$ cat src/sv/lsb_stego_embed_extract_macros.svh
`ifndef LSB_STEGO_EMBED_EXTRACT_MACROS_SVH
`define LSB_STEGO_EMBED_EXTRACT_MACROS_SVH

// Checks that apply in the same cycle as their condition.
`define LSBSE_CHECK_NOW(lbl, cond_a, cond_c) \
	lbl: assert property (@(posedge clk) disable iff (!arst_n) (cond_a) |-> (cond_c)) \
		else $error("lsbse: same-cycle check failed");

// Checks that apply in the cycle after their condition.
`define LSBSE_CHECK_NEXT(lbl, cond_a, cond_c) \
	lbl: assert property (@(posedge clk) disable iff (!arst_n) (cond_a) |=> (cond_c)) \
		else $error("lsbse: next-cycle check failed");

`endif

$ cat src/sv/lsbse_pkg.sv
`timescale 1ns / 1ps

package lsbse_pkg;

	localparam int PIXEL_COUNT_BITS_DEF = 24;
	localparam int COUNT_W = 24;
	localparam int CFG_INDEX_W = 2;
	localparam int TRIPLE_LEN = 3;

	localparam logic [CFG_INDEX_W-1:0] CFG_MODE = 2'd0;
	localparam logic [CFG_INDEX_W-1:0] CFG_IMAGE_PIXELS = 2'd1;
	localparam logic [CFG_INDEX_W-1:0] CFG_MESSAGE_CHARS = 2'd2;

	localparam logic MODE_EMBED = 1'b0;
	localparam logic MODE_EXTRACT = 1'b1;

	typedef enum logic [1:0] {
		PH_FIRST,
		PH_SECOND,
		PH_THIRD
	} phase_t;

	typedef struct packed {
		logic                mode;
		logic [COUNT_W-1:0]  image_pixels;
		logic [COUNT_W-1:0]  message_chars;
	} cfg_t;

	typedef struct packed {
		logic        start_of_image;
		logic [7:0]  red_in;
		logic [7:0]  green_in;
		logic [7:0]  blue_in;
		logic [7:0]  message_char;
	} pixel_in_t;

	typedef struct packed {
		logic [7:0]  red_out;
		logic [7:0]  green_out;
		logic [7:0]  blue_out;
		logic [7:0]  char_out;
		logic        char_valid;
		logic        message_done;
		logic        capacity_error;
	} pixel_out_t;

endpackage

$ cat src/sv/lsbse_in_stage.sv
`timescale 1ns / 1ps

module lsbse_in_stage (
	input  logic                  clk,
	input  logic                  arst_n,
	input  logic                  load,
	input  logic                  in_valid,
	input  lsbse_pkg::pixel_in_t  in_word,
	output logic                  valid_s1,
	output lsbse_pkg::pixel_in_t  word_s1
);

	always_ff @(posedge clk or negedge arst_n) begin
		if (!arst_n) begin
			valid_s1 <= 1'b0;
		end else if (load) begin
			valid_s1 <= in_valid;
		end
	end

	always_ff @(posedge clk) begin
		if (load && in_valid) begin
			word_s1 <= in_word;
		end
	end

endmodule

$ cat src/sv/lsbse_core.sv
`timescale 1ns / 1ps

module lsbse_core #(
	parameter int PIXEL_COUNT_BITS = lsbse_pkg::PIXEL_COUNT_BITS_DEF
) (
	input  logic                   clk,
	input  logic                   arst_n,
	input  logic                   adv,
	input  lsbse_pkg::pixel_in_t   pix,
	input  lsbse_pkg::cfg_t        cfg,
	output lsbse_pkg::pixel_out_t  res
);

	localparam int CW = ((PIXEL_COUNT_BITS > lsbse_pkg::COUNT_W) ?
		PIXEL_COUNT_BITS : lsbse_pkg::COUNT_W) + 2;

	logic [PIXEL_COUNT_BITS-1:0]   pp_q, pp_c, pp_n;
	lsbse_pkg::phase_t             tp_q, tp_c, tp_n;
	logic [lsbse_pkg::COUNT_W-1:0] cp_q, cp_c, cp_n;
	logic [7:0]                    held_q, held_c, held_n;
	logic [7:0]                    asm_q, asm_c, asm_n;
	logic                          fin_q, fin_c, fin_n;

	logic                          embed;
	logic                          cap_err;
	logic                          room;
	logic                          active;
	logic [7:0]                    ch;
	logic [7:0]                    r, g, b;
	logic                          cv;

	assign pp_c   = pix.start_of_image ? '0 : pp_q;
	assign tp_c   = pix.start_of_image ? lsbse_pkg::PH_FIRST : tp_q;
	assign cp_c   = pix.start_of_image ? '0 : cp_q;
	assign held_c = pix.start_of_image ? '0 : held_q;
	assign asm_c  = pix.start_of_image ? '0 : asm_q;
	assign fin_c  = pix.start_of_image ? 1'b0 : fin_q;

	assign embed = (cfg.mode == lsbse_pkg::MODE_EMBED);
	assign cap_err = embed && (((CW'(cfg.message_chars) << 1) + CW'(cfg.message_chars)) >
		CW'(cfg.image_pixels));
	assign room = (CW'(pp_c) + CW'(lsbse_pkg::TRIPLE_LEN)) <= CW'(cfg.image_pixels);
	assign active = !fin_c && !cap_err && !(embed && (cp_c >= cfg.message_chars)) &&
		!((tp_c == lsbse_pkg::PH_FIRST) && !room);
	assign ch = (tp_c == lsbse_pkg::PH_FIRST) ? pix.message_char : held_c;
	assign pp_n = (pp_c != '1) ? pp_c + PIXEL_COUNT_BITS'(1) : pp_c;

	always_comb begin
		r = pix.red_in;
		g = pix.green_in;
		b = pix.blue_in;
		held_n = held_c;
		asm_n = asm_c;
		tp_n = tp_c;
		cp_n = cp_c;
		fin_n = fin_c;
		cv = 1'b0;
		if (active) begin
			if (embed) begin
				held_n = ch;
				case (tp_c)
					lsbse_pkg::PH_FIRST: begin
						r = {pix.red_in[7:1], ch[0]};
						g = {pix.green_in[7:1], ch[1]};
						b = {pix.blue_in[7:1], ch[2]};
					end
					lsbse_pkg::PH_SECOND: begin
						r = {pix.red_in[7:1], ch[3]};
						g = {pix.green_in[7:1], ch[4]};
						b = {pix.blue_in[7:1], ch[5]};
					end
					lsbse_pkg::PH_THIRD: begin
						r = {pix.red_in[7:1], ch[6]};
						g = {pix.green_in[7:1], ch[7]};
					end
					default: begin
					end
				endcase
			end else begin
				case (tp_c)
					lsbse_pkg::PH_FIRST: begin
						asm_n = {5'b0, pix.blue_in[0], pix.green_in[0], pix.red_in[0]};
					end
					lsbse_pkg::PH_SECOND: begin
						asm_n = asm_c | {2'b0, pix.blue_in[0], pix.green_in[0],
							pix.red_in[0], 3'b0};
					end
					lsbse_pkg::PH_THIRD: begin
						asm_n = asm_c | {pix.green_in[0], pix.red_in[0], 6'b0};
						cv = 1'b1;
					end
					default: begin
					end
				endcase
			end
			case (tp_c)
				lsbse_pkg::PH_FIRST: begin
					tp_n = lsbse_pkg::PH_SECOND;
				end
				lsbse_pkg::PH_SECOND: begin
					tp_n = lsbse_pkg::PH_THIRD;
				end
				lsbse_pkg::PH_THIRD: begin
					tp_n = lsbse_pkg::PH_FIRST;
					cp_n = (cp_c != '1) ? cp_c + lsbse_pkg::COUNT_W'(1) : cp_c;
					if (embed) begin
						fin_n = (cp_n >= cfg.message_chars);
					end else begin
						fin_n = (asm_n == 8'd0);
					end
				end
				default: begin
				end
			endcase
		end
	end

	assign res.red_out = r;
	assign res.green_out = g;
	assign res.blue_out = b;
	assign res.char_out = cv ? asm_n : 8'd0;
	assign res.char_valid = cv;
	assign res.message_done = fin_n;
	assign res.capacity_error = cap_err;

	always_ff @(posedge clk or negedge arst_n) begin
		if (!arst_n) begin
			pp_q <= '0;
			tp_q <= lsbse_pkg::PH_FIRST;
			cp_q <= '0;
			held_q <= '0;
			asm_q <= '0;
			fin_q <= 1'b0;
		end else if (adv) begin
			pp_q <= pp_n;
			tp_q <= tp_n;
			cp_q <= cp_n;
			held_q <= held_n;
			asm_q <= asm_n;
			fin_q <= fin_n;
		end
	end

endmodule

$ cat src/sv/lsbse_out_stage.sv
`timescale 1ns / 1ps

module lsbse_out_stage (
	input  logic                   clk,
	input  logic                   arst_n,
	input  logic                   load,
	input  logic                   valid_s1,
	input  lsbse_pkg::pixel_out_t  res,
	output logic                   out_valid,
	output lsbse_pkg::pixel_out_t  out_word
);

	logic                  valid_s2;
	lsbse_pkg::pixel_out_t word_s2;

	always_ff @(posedge clk or negedge arst_n) begin
		if (!arst_n) begin
			valid_s2 <= 1'b0;
		end else if (load) begin
			valid_s2 <= valid_s1;
		end
	end

	always_ff @(posedge clk) begin
		if (load && valid_s1) begin
			word_s2 <= res;
		end
	end

	assign out_valid = valid_s2;
	assign out_word = word_s2;

endmodule

$ cat src/sv/lsb_stego_embed_extract.sv
// Pixel stream steganography unit. Pixels enter on the in channel (in_valid,
// in_stall, in_word) in image order and leave, one result word per pixel, on
// the out channel (out_valid, out_stall, out_word). A word is taken at a rising
// edge with valid high and stall low. Mode 0 hides message_char bits in the
// channel LSBs, three pixels per character; mode 1 passes pixels unchanged and
// presents each recovered character with char_valid on the third pixel.
// The cfg port (cfg_write, cfg_index, cfg_data) sets mode, image size and
// message length; write it only while no pixel is in flight.
// A pixel in the input register passes the combinational state update and the
// result register captures it for out_word. Throughput: one pixel per cycle
// while the receiver does not stall, set by the two registers with the state
// update between them. If the receiver stalls, the result register holds its
// word and the input register takes one more pixel only if empty; in_stall is
// then raised until the result is taken. Reset clears both valid flags, all
// counters and the configuration, which reads as embed mode with an empty image.
`timescale 1ns / 1ps

`include "lsb_stego_embed_extract_macros.svh"

module lsb_stego_embed_extract #(
	parameter int PIXEL_COUNT_BITS = lsbse_pkg::PIXEL_COUNT_BITS_DEF
) (
	input  logic                                 clk,
	input  logic                                 arst_n,
	input  logic                                 in_valid,
	output logic                                 in_stall,
	input  lsbse_pkg::pixel_in_t                 in_word,
	output logic                                 out_valid,
	input  logic                                 out_stall,
	output lsbse_pkg::pixel_out_t                out_word,
	input  logic                                 cfg_write,
	input  logic [lsbse_pkg::CFG_INDEX_W-1:0]    cfg_index,
	input  logic [lsbse_pkg::COUNT_W-1:0]        cfg_data
);

	lsbse_pkg::cfg_t       cfg_q;
	logic                  valid_s1;
	lsbse_pkg::pixel_in_t  word_s1;
	lsbse_pkg::pixel_out_t res;
	logic                  adv_out;

	always_ff @(posedge clk or negedge arst_n) begin
		if (!arst_n) begin
			cfg_q <= '0;
		end else if (cfg_write) begin
			case (cfg_index)
				lsbse_pkg::CFG_MODE: cfg_q.mode <= cfg_data[0];
				lsbse_pkg::CFG_IMAGE_PIXELS: cfg_q.image_pixels <= cfg_data;
				lsbse_pkg::CFG_MESSAGE_CHARS: cfg_q.message_chars <= cfg_data;
				default: begin
				end
			endcase
		end
	end

	assign adv_out = !out_valid || !out_stall;
	assign in_stall = valid_s1 && !adv_out;

	lsbse_in_stage u_in (
		.clk      (clk),
		.arst_n   (arst_n),
		.load     (!in_stall),
		.in_valid (in_valid),
		.in_word  (in_word),
		.valid_s1 (valid_s1),
		.word_s1  (word_s1)
	);

	lsbse_core #(
		.PIXEL_COUNT_BITS (PIXEL_COUNT_BITS)
	) u_core (
		.clk    (clk),
		.arst_n (arst_n),
		.adv    (valid_s1 && adv_out),
		.pix    (word_s1),
		.cfg    (cfg_q),
		.res    (res)
	);

	lsbse_out_stage u_out (
		.clk       (clk),
		.arst_n    (arst_n),
		.load      (adv_out),
		.valid_s1  (valid_s1),
		.res       (res),
		.out_valid (out_valid),
		.out_word  (out_word)
	);

	`LSBSE_CHECK_NOW(a_char_not_with_cap_err, out_valid && out_word.char_valid, !out_word.capacity_error)
	`LSBSE_CHECK_NOW(a_char_zero_when_idle, out_valid && !out_word.char_valid, out_word.char_out == 8'd0)
	`LSBSE_CHECK_NOW(a_stall_only_when_full, in_stall, out_valid && out_stall && valid_s1)
	`LSBSE_CHECK_NEXT(a_held_input_flows, valid_s1 && !out_stall, out_valid)

endmodule
$ cat config.mk
export PLATFORM = sky130hd
export DESIGN_NAME = lsb_stego_embed_extract
export DESIGN_NICKNAME = d
export VERILOG_FILES = /design/src/sv/lsbse_pkg.sv /design/src/sv/lsbse_in_stage.sv /design/src/sv/lsbse_core.sv /design/src/sv/lsbse_out_stage.sv /design/src/sv/lsb_stego_embed_extract.sv
export VERILOG_INCLUDE_DIRS = /design/src /design/src/sv
export SDC_FILE = /design/constraint.sdc
export NUM_CORES = 1
export LEC_CHECK = 0
export BUFFER_PORTS_ARGS = -buffer_cell sky130_fd_sc_hd__buf_2
export CAP_MARGIN = 20
export CORE_AREA = 4 4 153 155
export DETAILED_ROUTE_END_ITERATION = 6
export DIE_AREA = 0 0 157 159
export PLACE_DENSITY_LB_ADDON = 0.3
export SLEW_MARGIN = 20
export SYNTH_ARGS = -nofsm -noshare
export SYNTH_HDL_FRONTEND = slang
export SYNTH_SLANG_ARGS = --single-unit
export TNS_END_PERCENT = 20
$ cat constraint.sdc
create_clock -name clk -period 9.05 [get_ports clk]
set_input_delay 0.4525 -clock clk [delete_from_list [all_inputs] [get_ports clk]]
set_output_delay 0.4525 -clock clk [all_outputs]
set_load 0.05 [all_outputs]
[Word-level counts from Yosys, hierarchy flattened]
Index checks and enable logic that the tools add are counted.
Word-level totals
  output and inout port bits: 37
  logic and storage cells: 99
  input bits: 64
  register bits: 186
Cells by class
  multiplexer cells: 34
  add/subtract/negate cells: 4
  reduce and logical (&&, ||, !) cells: 25
  magnitude comparators: 4
  bitwise logic cells: 3
  equal/unequal tests: 6
Operators with widths (number)
  $mux 24: 6
  $mux 8: 8
  $add 24x1->24 const B: 2
  $ge 24x24->1: 2
  $ne 24x24->1 const B: 2
  $add 25x24->26: 1
  $gt 26x24->1: 1
  $le 26x24->1: 1
  $add 24x2->25 const B: 1
  $pmux 8 s3: 1
  $mux 1: 13
  $logic_and 1x1->1: 9
  $logic_not 1->1: 9
  $logic_not 8->1: 1
  $or 8x6->8: 1
  $or 8x8->8: 1
  $pmux 1 s3: 2
  $pmux 2 s3: 1
  $reduce_and 2->1: 3
  $eq 2x1->1 const B: 2
  $eq 2x2->1 const B: 2
  $logic_not 2->1: 2
  $mux 2: 2
  $pmux 1 s2: 1
  2 further kinds: 2

[Logic depth before layout (Yosys ltp)]
Gate-level depths: netlist of run 1.
  depth after elaboration: 12
  mapped depth: 22

[Cells and area by module]
A second synthesis of run 1 with hierarchy kept.
Second synthesis, totals
  cells, all modules: 1204
  area, all modules: 12344.3 um^2
By module, submodules not included
  lsbse_core: area an instance 8166.6 um^2, instances 1, cells an instance 1021, sequential area each 1601.5 um^2
  lsb_stego_embed_extract: area an instance 2040.7 um^2, instances 1, cells an instance 109, sequential area each 1226.2 um^2
  lsbse_out_stage: area an instance 1098.6 um^2, instances 1, cells an instance 38, sequential area each 1076.0 um^2
  lsbse_in_stage: area an instance 1038.5 um^2, instances 1, cells an instance 36, sequential area each 1016.0 um^2

[Least setup slack after synthesis of run 1]
No wires, ideal clock.
  path type: register -> register
  from: reg, netlist name u_in.word_s1[32]
  to: reg u_core.cp_q[10] (netlist bit)
  cell stages (with the launch flop): 21
  path buffers: 3
  path slack: 4.373 ns
  data arrival time: 4.552 ns
  period minus slack after synthesis: 4.677 ns
  data required time: 8.925 ns
  cells stage by stage: edfxtp_1 clkbuf_1 clkbuf_1 nor2b_1 inv_1 ha_1 nor2_1 nand3_1 or3_1 xor2_1 nor2_1 ha_1 nand4_1 nor3_1 or3_1 o311a_1 nor4_4 nand3_1 nor2_4 buf_4 mux2_2
Between the ends
  longest elaborated chain between the ends: 8
RTL lines
  $mux 24: RTL line lsbse_core.sv:32  | assign pp_c = pix.start_of_image ? '0 : pp_q;
  $add 24x2->25: RTL line lsbse_core.sv:42  | assign room = (CW'(pp_c) + CW'(lsbse_pkg::TRIPLE_LEN)) <= CW'(cfg.image_pixels);
  $le 26x24->1: RTL line lsbse_core.sv:42
  $logic_not 1->1: RTL line lsbse_core.sv:44  | !((tp_c == lsbse_pkg::PH_FIRST) && !room);
  $logic_and 1x1->1: RTL line lsbse_core.sv:44
  $logic_not 1->1: RTL line lsbse_core.sv:44
  $logic_and 1x1->1: RTL line lsbse_core.sv:43  | assign active = !fin_c && !cap_err && !(embed && (cp_c >= cfg.message_chars)) &&
  $mux 24 (*): RTL line lsbse_core.sv:58  | if (active) begin
  to (signal assigned): RTL line lsbse_core.sv:137  | cp_q <= cp_n;
  to (decl): RTL line lsbse_core.sv:19  | logic [lsbse_pkg::COUNT_W-1:0] cp_q, cp_c, cp_n;
Mark *: on every way between the ends. The rest lies on a longest branch, timed or not.
A chain may end at the register's enable or synchronous reset.

==> reports/results.tsv, run 1 <==
stage	metric	value	unit
floorplan	I/O pin total	101	
yosys	Yosys reg bits	183	
clock_network	CTS root buf	clkbuf_16	
final_layout	n_diodes	0	
floorplan	Die X	157	um
timing	Final Max Tran Viols	0	
timing	RSZ-0062 raised after global routing	no	
hold_path	HP Class	in2async	
detailed_routing	vias	9627	
critical_path	Crit path depth	20	
status	outcome	finished, final reports clean	
global_routing	largest net degree at the start of global routing	87	
detailed_routing	drc violations	0	
global_routing	number of global-route vias before repair	9565	
yosys	Yosys cell types	81	
final_layout	fraction of layout cells with a size suffix above 1	16.9	%
clock_network	Hold-fix buffers, CTS	0	
critical_path	Crit path arrival time	5.65	ns
critical_path	Max stage delay on crit path	0.45	ns
detailed_routing	Starting DRT DRC Count	890	
critical_path	crit path launch type	flip-flop	
timing	headroom to the max-slew limit	32.0	%
timing	Peak Freq	183	MHz
pwr	combinational power share	37.8	%
clock_network	Clock H-tree levels	4	
placed_design	dpl hpwl	22.5	mm
final_layout	Final Non-Filler Cells	1603	
critical_path	Crit Path Category	reg2reg	
clock_network	cts repair resizes	0	
pwr	Switch Pwr	1190	uW
yosys	Post-synth ARST share	62.8	%
detailed_routing	post-route ant nets	0	
flow_run	max-cap violations	0	
timing	TNS Setup	0	ns
yosys	syn nets	1410	
timing	Final period util	60.2	%
floorplan	die height	159	um
yosys	top cell type's share of synthesized area	23.5	%
clock_network	Clock transition at path regs	0.09	ns
global_routing	Tot GR Track Use	24.3	%
timing	Hold Fails Final Rpt	0	
final_layout	Final Net Count	1502	
floorplan	site row count	54	
timing	Least-Margin Pin Slew	1.02	ns
yosys	top cells by count, synth	ha_1 (127), dfrtp_1 (115), nand2_1 (112), inv_1 (81), edfxtp_1 (68)	
floorplan	core area	0.0218	sq mm
final_layout	synthesis-to-layout area growth	11.5	%
detailed_routing	drt first pass iters	5	
placed_design	I/O Buffers	100	
global_routing	Overflow after GRT	0	
final_layout	Storage cell area	0.00492	sq mm
pwr	Internal	1810	uW
yosys	Cells after Synth	1218	
critical_path	Critical-path top delay cell	dfrtp_1	
final_layout	Fill cells	1809	
yosys	ys flop type	dfrtp_1	
pwr	pwr dens	220	mW/mm^2
detailed_routing	post-DR wirelength/cell	18.7	um
critical_path	CP Capture Type	flip-flop	
floorplan	Initial Utilization	56.1	%
pwr	switch share	39.6	%
yosys	Synth Area per Inst	10.0	sq um
pwr	leak pwr	0.00608	uW
placed_design	GP Congestion	0.924	
pwr	sequential share of power	35.3	%
critical_path	crit path cell chain	ha_1 -> inv_1 -> fa_1 -> nor2b_1 -> o2111ai_1 -> a31oi_1 -> nor2_1 -> o21ai_0 -> a21o_1 -> a21oi_1 -> xnor2_1 -> ha_1 -> a21oi_1 -> o21ai_0 -> a221oi_1 -> o221ai_1 -> nor2_1 -> a31oi_4 -> nor4_1 -> mux2_2	
clock_network	post-CTS setup buffer count	0	
timing	final setup fails	0	
timing	Final min period	5.45	ns
detailed_routing	WL final	30.0	mm
placed_design	placed instance count	1571	
pwr	clock network power share	26.9	%
yosys	Post-synth EDFFs	68	
yosys	dominant cells by area after synthesis	dfrtp_1 (24%), edfxtp_1 (17%), ha_1 (13%), mux2_2 (5.9%), nand2_1 (3.4%)	
yosys	Yosys top cell by area	dfrtp_1	
detailed_routing	vias per std cell	6.01	
yosys	sequential share of the synthesized area	40.2	%
global_routing	initial antenna violation count	0	
global_routing	first-pass GRT wire length	49.2	mm
pwr	VDD IR max	0.132	mV
clock_network	Max clock buf depth	2	
timing	Max Clock Skew	0.0191	ns
clock_network	Worst-Skew Late Latency	0.45	ns
clock_network	CTS sink cnt	183	
final_layout	Multi-input gate area	0.00686	sq mm
yosys	number of warnings issued by yosys	0	
critical_path	crit-path leading delay family	compound AO/OA/AOI/OAI gates	
clock_network	CTS tree	built	
critical_path	worst path bufs/invs	1	
yosys	Cell Area, Synth	0.0122	sq mm
critical_path	Critical Path Fanout Max	26	
critical_path	Register-to-Register Path Depth	20	
yosys	most numerous cell in the Yosys netlist	ha_1	
floorplan	Die Area	0.0250	sq mm
clock_network	CTS Buf Count	17	
critical_path	Critical Path RT	9.24	ns
## metrics by stage
stage / hold slack, ns / total power, uW / instance area (sq um) / util (%) / setup slack [ns]
detailed placement: 0.406 / 2180 / 13000 / 59.5 / 3.73
finish: 0.0680 / 3000 / 13600 / 62.5 / 3.60
global placement: 0.400 / 2150 / 13000 / 59.5 / 3.88
CTS: 0.0886 / 3000 / 13600 / 62.5 / 3.70
global route: 0.108 / 3190 / 13600 / 62.5 / 3.27
floorplan: 0.157 / 1910 / 12200 / - / 4.37
## flip-flops by register name, summed over array words and instances, names as in the netlist
name,count
cfg_q,49
u_out.out_word,35
u_in.word_s1,33
u_core.cp_q,24
u_core.pp_q,24
u_core.asm_q,8
u_core.held_q,5
u_core.tp_q,2
u_core.fin_q,1
u_in.valid_s1,1
u_out.out_valid,1
## power by group through the flow
stage | Clock [uW] | Combinational [uW] | Sequential (uW)
finish | 807 | 1140 | 1060
global placement | 0 | 1080 | 1070
CTS | 815 | 1120 | 1060
detailed placement | 0 | 1110 | 1070
floorplan | 0 | 811 | 1090
global route | 853 | 1260 | 1070
## final timing paths
| path | startpoint | end | slack [ns] |
|---|---|---|---|
| hold / removal | arst_n | cfg_q[12] | 0.07 |
| setup reg to reg | cfg_q[0] | u_out.out_word[11] | 3.60 |
| max in group asynchronous | arst_n | u_out.out_valid | 7.74 |
| hold reg to reg | u_in.word_s1[21] | u_out.out_word[24] | 0.43 |
| min in group clk | in_word[13] | u_in.word_s1[13] | 0.17 |
| setup / recovery | cfg_q[0] | u_out.out_word[11] | 3.60 |
## cells by family after synthesis
| logic type | count (synthesis) | share of synthesized area [%] |
|---|---|---|
| and+or+nand+nor | 421 | 18.2 |
| AOI/OAI and AO/OA | 216 | 12.3 |
| DFF | 183 | 40.2 |
| adders and majority gates | 128 | 13.1 |
| buffers and inverters | 115 | 3.72 |
| xor gates and xnor gates | 84 | 6.01 |
| muxes | 71 | 6.47 |
## metal layers
layer	share of wire, %	vias up	GRT usage [%]
met5	0	-	0
met4	2.4	0	7.53
met3	6.7	44	5.16
met2	46	358	38.4
met1	45	4613	33.7
li1	-	4612	-
## cell type report
class / instances / share of cell area, %
Clock buffer: 17 / 3.12
Clock inverter: 15 / 1.63
Timing Repair Buffer: 107 / 4.07
Inverter: 81 / 2.23
Tap cell: 280 / 2.57
Sequential cell: 183 / 36.1
Multi-Input combinational cell: 920 / 50.3
## placed cells by master, fill, tap and decap left out, types with 40 or more instances in the layout
master / n
a21oi_1: 51
buf_2: 99
dfrtp_1: 115
edfxtp_1: 68
ha_1: 127
inv_1: 80
mux2_2: 64
nand2_1: 112
nand3_1: 40
nor2_1: 60
nor2b_1: 41
o21ai_0: 49
xnor2_1: 48
No activity file was read; power rests on OpenSTA's default activity.
==> run 2, diff against run 1 <==
- ABC_AREA: unset -> 1
- CORE_AREA: 4 4 153 155 -> 4 4 160 162
- DIE_AREA: 0 0 157 159 -> 0 0 164 166
- clock period: 9.05 -> 5.15 ns (I/O delays scaled with it)
==> reports/results.tsv, run 2 <==
stage	metric	value	unit	change
timing	Peak Freq	214	MHz	+17%
pwr	leak pwr	0.00744	uW	+22%
critical_path	crit path launch type	flip-flop		
timing	Final min period	4.67	ns	-0.785 ns
final_layout	most flop-heavy register	cfg_q		
pwr	VDD IR max	0.281	mV	+110%
yosys	number of warnings issued by yosys	0		unchanged
critical_path	Crit Path Category	reg2reg		
clock_network	CTS sink cnt	183		unchanged
yosys	sequential share of the synthesized area	36.9	%	-3.3 points
timing	final setup fails	0		unchanged
critical_path	Crit path arrival time	4.98	ns	-0.67 ns
timing	Hold Fails Final Rpt	0		unchanged
floorplan	I/O pin total	101		unchanged
global_routing	Tot GR Track Use	27.1	%	+2.8 points
timing	Final period util	90.6	%	+30 points
floorplan	Die Area	0.0272	sq mm	+9.1%
timing	worst setup margin	0.483	ns	-3.11 ns
global_routing	first-pass GRT wire length	59.6	mm	+21%
pwr	pwr dens	407	mW/mm^2	+85%
placed_design	dpl hpwl	26.2	mm	+16%
final_layout	fraction of layout cells with a size suffix above 1	10.5	%	-6.3 points
yosys	most numerous cell in the Yosys netlist	nand2_1		
floorplan	site row count	57		+5.6%
status	outcome	finished, final reports clean		
clock_network	Clock H-tree levels	4		unchanged
yosys	syn nets	1940		+38%
global_routing	largest net degree at the start of global routing	84		-3.4%
final_layout	synthesis-to-layout area growth	12.8	%	
placed_design	GP Congestion	0.947		+2.5%
timing	Least-Margin Pin Slew	1.02	ns	-0.000631 ns
placed_design	worst slack, placed	0.533	ns	-3.20 ns
final_layout	most common cell after layout, fill and taps aside	nand2_1		
yosys	top cells by count, synth	nand2_1 (470), inv_1 (244), nor2_1 (133), ha_1 (127), dfrtp_1 (115)		
clock_network	Worst-Skew Late Latency	0.46	ns	about the same
yosys	Yosys reg bits	183		unchanged
detailed_routing	drt first pass iters	6		+1
final_layout	n_diodes	0		unchanged
timing	Final Max Tran Viols	0		unchanged
pwr	Tot Pwr	6120	uW	+100%
detailed_routing	vias	12100		+25%
yosys	ys flop type	dfrtp_1		
yosys	Post-synth ARST share	62.8	%	unchanged
global_routing	number of global-route vias before repair	11700		+22%
clock_network	CTS tree	built		
yosys	Yosys cell types	52		-36%
critical_path	CP Capture Type	flip-flop		
critical_path	Critical Path RT	5.47	ns	-3.77 ns
placed_design	I/O Buffers	100		unchanged
yosys	Cells after Synth	1748		+44%
critical_path	Critical Path Fanout Max	26		unchanged
yosys	Cell Area, Synth	0.0133	sq mm	+8.9%
clock_network	post-CTS setup buffer count	0		unchanged
floorplan	Initial Utilization	55.3	%	-0.81 points
detailed_routing	drc violations	0		unchanged
yosys	Synth Area per Inst	7.62	sq um	-24%
yosys	Yosys top cell by area	dfrtp_1		
floorplan	Die X	164	um	+4.5%
timing	RSZ-0062 raised after global routing	no		
timing	headroom to the max-slew limit	32.1	%	+0.14 points
timing	Max Clock Skew	0.0162	ns	-0.00293 ns
critical_path	CP Launch Point	cfg_q[0]		
detailed_routing	post-DR wirelength/cell	16.5	um	-12%
floorplan	die height	166	um	+4.4%
yosys	top cell type's share of synthesized area	21.6	%	-1.9 points
detailed_routing	Starting DRT DRC Count	1073		+21%
flow_run	max-cap violations	0		unchanged
detailed_routing	post-route ant nets	0		unchanged
floorplan	core area	0.0241	sq mm	+10%
final_layout	commonest non-fill, non-tap cells in the layout	nand2_1 (470), inv_1 (243), nor2_1 (133)		
final_layout	Fill cells	2164		+20%
clock_network	Clock transition at path regs	0.09	ns	about the same
yosys	dominant cells by area after synthesis	dfrtp_1 (22%), edfxtp_1 (15%), nand2_1 (13%), ha_1 (12%), inv_1 (6.9%)		
clock_network	CTS Buf Count	17		unchanged
yosys	Post-synth EDFFs	68		unchanged
critical_path	RR Startpoint	cfg_q[0]		
clock_network	CTS root buf	clkbuf_16		
final_layout	max FFs per register	49		unchanged
global_routing	initial antenna violation count	0		unchanged
global_routing	Overflow after GRT	0		unchanged
clock_network	Max clock buf depth	2		unchanged
timing	TNS Setup	0	ns	unchanged
final_layout	Final Net Count	2053		+37%
detailed_routing	vias per std cell	5.49		-8.6%
hold_path	Hold Startpoint	in_valid		
detailed_routing	WL final	36.4	mm	+21%
hold_path	HP Class	in2reg		
timing	Min Hold Slack	0.0469	ns	-0.0211 ns
==> run 2: cell count changes after synthesis, sizes merged, moves of 18 or more <==
cell	previous run	this run
nand2	112	479
inv	81	252
nor2	61	156
mux2	65	0
o21ai	50	108
nand3	40	81
nor2b	41	0
nand4	26	62
a21oi	52	83
xnor2	48	25
xor2	36	57
nand2b	20	0
buf	8	26
==> run 2: routing by layer <==
metal | part of all wire, % | routed length [um] | vias to the layer above | global-route usage [%]
met3 | 6.1 | 2240 | 67 | 4.54
met2 | 47 | 17100 | 449 | 43.6
met4 | 2.2 | 786 | 0 | 7.70
li1 | - | - | 5935 | -
met1 | 45 | 16300 | 5619 | 37.8
met5 | 0 | 0 | - | 0
==> run 2: final timing paths <==
| path | endpoint | slack [ns] | cells past startpoint |
|---|---|---|---|
| worst max-delay path | u_out.out_word[7] | 0.48 | 21 |
| worst min-delay path | u_in.valid_s1 | 0.05 | 3 |
| worst max register to register | u_out.out_word[7] | 0.48 | 21 |
| worst min register to register | u_out.out_word[29] | 0.42 | 0 |
| max in group asynchronous | u_core.cp_q[2] | 3.42 | 3 |
| min in group asynchronous | cfg_q[38] | 0.44 | 2 |
==> run 2: cell type report <==
cell class | instances | area [sq um] | share of cell area, %
clock buffer | 17 | 425 | 2.83
clock inverter | 15 | 200 | 1.33
inverter | 253 | 957 | 6.37
multi-input combinational | 1259 | 7170 | 47.7
sequential | 183 | 4920 | 32.7
tap | 324 | 405 | 2.70
timing repair buffer | 147 | 945 | 6.29
==> run 2: power breakdown <==
| group | internal (uW) | switching [uW] |
|---|---|---|
| Sequential | 1780 | 188 |
| Combinational | 917 | 1810 |
| Clock | 679 | 739 |
==> run 2: worst max-delay path, cell delays in order (launching register included) <==
cell and delay [ns]:
dfrtp_1 0.49, ha_1 0.21, inv_1 0.05, fa_1 0.40, nand3b_1 0.18, nand2_1 0.15
a31o_2 0.20, a21oi_1 0.10, o21ai_0 0.37, xor2_1 0.13, ha_1 0.33, nand4_1 0.17
nor4_1 0.22, nor3b_1 0.24, nand4_1 0.16, nand2_1 0.08, inv_1 0.06, nand2_2 0.11
nand3_4 0.30, inv_2 0.23, nand2_2 0.16, nor2_1 0.16
==> run 2: kinds of logic (layout without fill, tap and decap cells) <==
family	Yosys count	count (layout)	share of synthesized area, %
fa+ha+maj	128	128	12.1
simple gates	829	829	27.6
flops	183	183	36.9
compound gates	220	220	8.77
buf+inv	306	432	9.26
xor+xnor	82	82	5.39
==> run 2: stage by stage <==
stage / util (%) / cells / area (sq um)
floorplan: - / 1748 / 13300
global placement: 58.3 / 2132 / 14100
detailed placement: 58.3 / 2132 / 14100
CTS: 62.3 / 2198 / 15000
global route: 62.3 / 2198 / 15000
finish: 62.3 / 2198 / 15000
==> run 2: what timing repair did <==
action	CTS	global route
endpoints found under the setup margin	0	1
resized for setup	0	1
hold buffers	34	0
hold endpoints to repair	93	0
